**src/rtl/d2p_pkg.sv**
```systemverilog
package d2p_pkg;

  // Frame limits
  localparam int unsigned MAX_IMAGE_WIDTH  = 4096;
  localparam int unsigned MAX_IMAGE_HEIGHT = 4096;

  // Channel widths
  localparam int unsigned IN_DATA_W  = 104;
  localparam int unsigned OUT_DATA_W = 120;
  localparam int unsigned CFG_IDX_W  = 3;

  // Register indexes
  localparam logic [CFG_IDX_W-1:0] CFG_CENTER_COL = 3'd0;
  localparam logic [CFG_IDX_W-1:0] CFG_CENTER_ROW = 3'd1;
  localparam logic [CFG_IDX_W-1:0] CFG_FOCAL_COL  = 3'd2;
  localparam logic [CFG_IDX_W-1:0] CFG_FOCAL_ROW  = 3'd3;
  localparam logic [CFG_IDX_W-1:0] CFG_BASELINE   = 3'd4;
  localparam logic [CFG_IDX_W-1:0] CFG_MODE       = 3'd5;

  // Item kinds
  localparam logic ACT_LOAD  = 1'b0;
  localparam logic ACT_PIXEL = 1'b1;

  // Pose words: rotation 0..8 row-major, translation from COEF_TRANS
  localparam int unsigned NUM_COEF   = 12;
  localparam int unsigned COEF_TRANS = 9;
  localparam int unsigned COEF_IDX_W = 4;

  // Divider geometry: 32 quotient bits, divisor up to 59 bits
  localparam int unsigned DIV_STEPS = 32;
  localparam int unsigned DVS_W     = 59;
  localparam int unsigned NUM_W     = 96;

  // Q2.30 rounding constant for the rotation sums
  localparam logic signed [66:0] ROUND_HALF = 67'sd536870912;

  typedef struct packed {
    logic [31:0] center_col;
    logic [31:0] center_row;
    logic [31:0] focal_col;
    logic [31:0] focal_row;
    logic [31:0] baseline;
    logic        mode;
  } cfg_t;

  // Sideband that travels with every beat
  typedef struct packed {
    logic                  vld;
    logic                  pix;
    logic                  load;
    logic [COEF_IDX_W-1:0] cidx;
    logic [31:0]           cval;
    logic [7:0]            blue;
    logic [7:0]            green;
    logic [7:0]            red;
    logic [2:0]            neg;
  } meta_t;

  typedef struct packed {
    logic             ovf;
    logic [DVS_W-1:0] rem;
    logic [31:0]      nlo;
    logic [31:0]      quo;
    logic [DVS_W-1:0] dvs;
  } div_lane_t;

  typedef struct packed {
    meta_t           meta;
    div_lane_t [2:0] lane;
  } div_pipe_t;

  typedef struct packed {
    logic [31:0] x;
    logic [31:0] y;
    logic [31:0] z;
    logic [7:0]  blue;
    logic [7:0]  green;
    logic [7:0]  red;
  } point_t;

endpackage

```
**src/rtl/d2p_outbuf.sv**
```systemverilog
module d2p_outbuf (
  input  logic                           clk,
  input  logic                           rst_n,
  input  logic                           p_vld,
  input  d2p_pkg::point_t                p_data,
  output logic                           en,
  output logic                           out_tvalid,
  input  logic                           out_tready,
  output logic [d2p_pkg::OUT_DATA_W-1:0] out_tdata
);
  import d2p_pkg::*;

  logic   out_vld_r;
  point_t out_data_r;
  logic   skid_vld_r;
  point_t skid_data_r;

  // Pipeline moves while the skid slot is empty
  assign en = !skid_vld_r;

  always_ff @(posedge clk) begin
    if (!rst_n) begin
      out_vld_r  <= 1'b0;
      skid_vld_r <= 1'b0;
    end else if (skid_vld_r) begin
      if (out_tready) begin
        skid_vld_r <= 1'b0;
      end
    end else if (p_vld) begin
      if (!out_vld_r || out_tready) begin
        out_vld_r <= 1'b1;
      end else begin
        skid_vld_r <= 1'b1;
      end
    end else if (out_tready) begin
      out_vld_r <= 1'b0;
    end
  end

  // Data path of the output register and skid slot
  always_ff @(posedge clk) begin
    if (skid_vld_r) begin
      if (out_tready) begin
        out_data_r <= skid_data_r;
      end
    end else if (p_vld) begin
      if (!out_vld_r || out_tready) begin
        out_data_r <= p_data;
      end else begin
        skid_data_r <= p_data;
      end
    end
  end

  assign out_tvalid = out_vld_r;
  assign out_tdata  = {out_data_r.red, out_data_r.green, out_data_r.blue,
                       out_data_r.z, out_data_r.y, out_data_r.x};

endmodule

```
**config.mk**
```make
export PLATFORM = sky130hd
export DESIGN_NAME = d2p_outbuf
export DESIGN_NICKNAME = d
export VERILOG_FILES = /design/src/rtl/d2p_pkg.sv /design/src/rtl/d2p_outbuf.sv
export SDC_FILE = /design/constraint.sdc
export NUM_CORES = 1
export LEC_CHECK = 0
export ABC_AREA = 1
export BUFFER_PORTS_ARGS = -buffer_cell sky130_fd_sc_hd__buf_2
export CAP_MARGIN = 20
export CELL_PAD_IN_SITES_DETAIL_PLACEMENT = 1
export CELL_PAD_IN_SITES_GLOBAL_PLACEMENT = 2
export CORE_MARGIN = 2
export CORE_UTILIZATION = 37
export CTS_CLUSTER_DIAMETER = 80
export DETAILED_ROUTE_END_ITERATION = 12
export PLACE_DENSITY_LB_ADDON = 0.15
export SETUP_SLACK_MARGIN = 0.2
export SKIP_CTS_REPAIR_TIMING = 1
export SLEW_MARGIN = 20
export SYNTH_ARGS = -nofsm -noshare
export SYNTH_HDL_FRONTEND = slang
export SYNTH_SLANG_ARGS = --single-unit
```
**constraint.sdc**
```tcl
create_clock -name clk -period 21.5 [get_ports clk]
set_input_delay 6.45 -clock clk [delete_from_list [all_inputs] [get_ports clk]]
set_output_delay 6.45 -clock clk [all_outputs]
set_load 0.02 [all_outputs]
```
## After elaboration in Yosys (flattened, before gate mapping)

Index checks and enable logic that the tools add are counted.

| cells by class | value |
|---|---|
| equality and inequality tests | 2 |
| mux-type cells | 11 |
| bitwise logic cells | 2 |
| reductions and logical operators | 9 |

Operator list:

| cell | count |
|---|---|
| $mux W120 | 4 |
| $reduce_and A3 Y1 | 3 |
| $mux W1 | 7 |
| $reduce_bool A2 Y1 | 3 |
| $logic_not A1 Y1 | 2 |
| $ne A2 B1 Y1 const B | 1 |
| $ne A2 B2 Y1 const B | 1 |
| $not A1 Y1 | 2 |
| $logic_or A1 B1 Y1 | 1 |

| word-level totals | value |
|---|---|
| register bits | 242 |
| input port bits | 124 |
| output and inout bits | 122 |
| word-level logic and storage cells | 38 |

## Logic depth before layout (Yosys ltp)

| logic depth | value |
|---|---|
| word-level depth | 5 |
| depth in mapped cells | 7 |
| mapped depth without buffers | 5 |

## Least setup slack after synthesis

No wires, ideal clock.

| path | value |
|---|---|
| path kind | input port to flip-flop |
| start point | input p_vld |
| end point | register out_data_r (netlist bit out_tdata[0]), enable pin |
| data arrival time | 12.375 ns |
| required time | 20.858 ns |
| path slack | 8.483 ns |
| stages on the path | 2 |
| path through | nand2_1 > o22ai_1 |

| between the ends | value |
|---|---|
| cells in the longest elaborated chain, start to end | 2 |

Ends and longest elaborated chain:

| what | RTL line | RTL |
|---|---|---|
| from (decl) | d2p_outbuf.sv:4 | `input logic p_vld,` |
| $reduce_bool A2 Y1 (no source line) | - |  |
| $reduce_and A3 Y1 (no source line) | - |  |
| to (signal assigned) | d2p_outbuf.sv:44 | `out_data_r <= skid_data_r;` |
| to (signal assigned) | d2p_outbuf.sv:48 | `out_data_r <= p_data;` |
| to (decl) | d2p_outbuf.sv:14 | `point_t out_data_r;` |

No other way between the ends.
A chain may end at the register's enable or synchronous reset.

## Worst setup path after layout

| path | value |
|---|---|
| start point | register skid_vld_r |
| end point | output en |

| between the ends | value |
|---|---|
| cells in the longest elaborated chain, start to end | 1 |

Ends and longest elaborated chain:

| what | RTL line | RTL |
|---|---|---|
| from (decl) | d2p_outbuf.sv:15 | `logic skid_vld_r;` |
| from (signal assigned) | d2p_outbuf.sv:24 | `skid_vld_r <= 1'b0;` |
| from (signal assigned) | d2p_outbuf.sv:27 | `skid_vld_r <= 1'b0;` |
| from (signal assigned) | d2p_outbuf.sv:33 | `skid_vld_r <= 1'b1;` |
| $logic_not A1 Y1 | d2p_outbuf.sv:19 | `assign en = !skid_vld_r;` |
| to (decl) | d2p_outbuf.sv:6 | `output logic en,` |

No other way between the ends.

==> impl_metrics.py <==
metrics = {
    "synth": {
        "syn_area_um2": 8870,
        "synth-seq-cells": 242,
        "synth-main-ff-cell": "edfxtp_1",
        "yosys-top-cells-area": "edfxtp_1 (81%), nand2_1 (15%), buf_6 (1.3%)",
        "yosys-top-cells-count": "nand2_1 (366), edfxtp_1 (240), buf_2 (17)",
        "syn_area_per_cell_um2": 13.7,
        "synth_edf_count": 240,
        "ys_seq_area_frac": 0.817,
        "yosys_warnings": 0,
        "syn_nets": 771,
        "synth_cell_types": 11,
        "yosysMostFrequentCell": "nand2_1",
        "netlist.area_leader.share": 0.812,
        "ys_async_sr_fraction": 0,
        "netlist_instances": 647,
        "synth_top_area_cell": "edfxtp_1",
    },
    "power_and_ir_drop": {
        "clockPowerShare": 0.383,
        "power_mw": 1.04,
        "switching_share": 0.230,
        "powerDensity_nw_per_um2": 93.9,
        "vdd_ir_drop_max_mv": 0.0626,
        "p_int_uw": 804,
        "p_leak_nw": 4.70,
        "seqPwrFrac": 0.534,
        "p_comb_frac": 0.083,
        "power.net_switching_uw": 240,
    },
    "clock_network": {
        "cts_tree": "built",
        "cts_inserted_buffers": 26,
        "clockBufferDepth": 3,
        "h-tree-depth": 1,
        "cts_num_sinks": 242,
        "insertion_delay_ns": 0.51,
        "clk_pin_slew_worst_paths_ns": 0.06,
        "cts_root_buf": "clkbuf_16",
    },
    "die": {
        "die_h_um": 159,
        "die_area_um2": 25200,
        "initial_core_util": 0.378,
        "die_w_um": 159,
        "pin_count": 246,
        "rows": 56,
        "fp.coreArea_um2": 23500,
    },
    "timing": {
        "drv_slew": 0,
        "maxSlewHeadroom": 0.336,
        "period_share": 0.398,
        "hold_violations": 0,
        "hold_ws_ns": 0.518,
        "fin_crit_ns": 8.56,
        "setup_viol": 0,
        "fin_setup_tns_ns": 0,
        "worst_slack_ns": 12.94,
        "clock_skew_ns": 0.00621,
        "rsz0062_at_grt": "no",
        "tightestPinTransition_ns": 0.997,
        "fmax_ghz": 0.117,
    },
    "job": {
        "drv_cap": 0,
    },
    "hold_path": {
        "hold_path.class": "flip-flop to flip-flop",
    },
    "place": {
        "portBuffers": 245,
        "place.gp.congestion": 0.727,
        "dp_slack_ns": 12.67,
        "post-dp-hpwl_um": 13800,
    },
    "global_route": {
        "grtUsageMet1": 0.217,
        "grt_pass1_vias": 6031,
        "grt.met2_usage": 0.289,
        "antenna_found_initial": 1,
        "grt_use_met3": 0.0457,
        "grt_max_degree": 74,
        "grt_use_total": 0.170,
        "grt-busiest-layer": "met2",
        "overflow": 0,
        "grt_pass1_wl_um": 33800,
    },
    "critical_path": {
        "path_max_fanout": 64,
        "required_ns": 15.05,
        "cp.arrival_ns": 2.11,
        "cp-end-kind": "primary output",
        "startpoint_type": "flip-flop",
        "crit_type": "flip-flop to primary output",
    },
    "drt": {
        "drtIter0Drc": 299,
        "drt_pass1_iterations": 5,
        "vias": 5554,
        "wl_um": 21400,
        "routed_via_density": 4.49,
        "drtAntennaViolNets": 0,
        "drc": 0,
        "routedWlPerCell_um": 17.3,
    },
    "layout": {
        "layout-drive-gt1-share": 0.310,
        "regArea_um2": 7250,
        "fillerInstances": 2500,
        "nNetsFinal": 1022,
        "synthToLayoutAreaGrowth_pct": 25.3,
        "multi_input_area_um2": 1410,
    },
    "run_status": {
        "status": "finished, final reports clean",
    },
}
per-stage QoR:
step | utilization | instance area (um^2) | std cells
after floorplan | - | 8870 | 647
after global placement | 0.441 | 10400 | 1189
after detailed placement | 0.441 | 10400 | 1189
after CTS | 0.473 | 11100 | 1236
after global routing | 0.473 | 11100 | 1236
final | 0.474 | 11100 | 1238
final cells by class:
| class | instances | area share |
|---|---|---|
| Antenna cell | 2 | 0.000450 |
| Clock buffer | 36 | 0.0638 |
| Clock inverter | 11 | 0.00405 |
| Inverter | 7 | 0.00281 |
| Multi-Input combinational cell | 371 | 0.127 |
| Sequential cell | 242 | 0.652 |
| Tap cell | 319 | 0.0359 |
| Timing Repair Buffer | 250 | 0.114 |
layout by cell type, fill, tap and decap left out, drive strengths merged:
cell    netlist  layout
edfxtp      240     240
dfxtp         2       2
nor2          2       2
nand2       366     366
a21oi         1       1
inv           7       7
diode         0       2
buf          27     250
nand3         1       1
o22ai         1       1
clkbuf        0      36
clkinv        0      11
metal layers:
| layer | wire length [um] | part of all wire |
|---|---|---|
| met1 | 9050 | 0.42 |
| met2 | 10500 | 0.49 |
| met3 | 1460 | 0.068 |
| met4 | 326 | 0.015 |
| met5 | 0 | 0 |
worst paths after layout:
kind	start	to	slack, ns	cells past startpoint
max	skid_vld_r	en	12.94	2
min	skid_data_r[111]	out_tdata[23]	0.52	2
max reg2reg	skid_vld_r	out_tdata[105]	17.96	5
min reg2reg	skid_data_r[111]	out_tdata[23]	0.52	2
registers in the layout, summed over array words and instances (netlist names):
signal,count
out_tdata,120
skid_data_r,120
out_tvalid,1
skid_vld_r,1
kinds of logic (layout without fill, tap and decap cells):
group | after synthesis | count (layout) | synth area share
compound gates | 2 | 2 | 0.00127
other cells | 0 | 2 | 0
simple gates | 369 | 369 | 0.156
flops | 242 | 242 | 0.817
buf+inv | 34 | 304 | 0.0255
power by group through the flow:
stage,clock network [mW],logic (mW),registers [mW]
final,0.400,0.0867,0.557
after global placement,0,0.0851,0.567
after detailed placement,0,0.0883,0.567
after global routing,0.430,0.0952,0.560
after floorplan,0,0.0243,0.593
after CTS,0.414,0.0885,0.558
worst max-delay path, cell delays in order, from the launching register on:
cell	delay (ns)
dfxtp_4	0.79
inv_4	0.45
buf_2	0.29
Power figures use the tool's default switching activity.
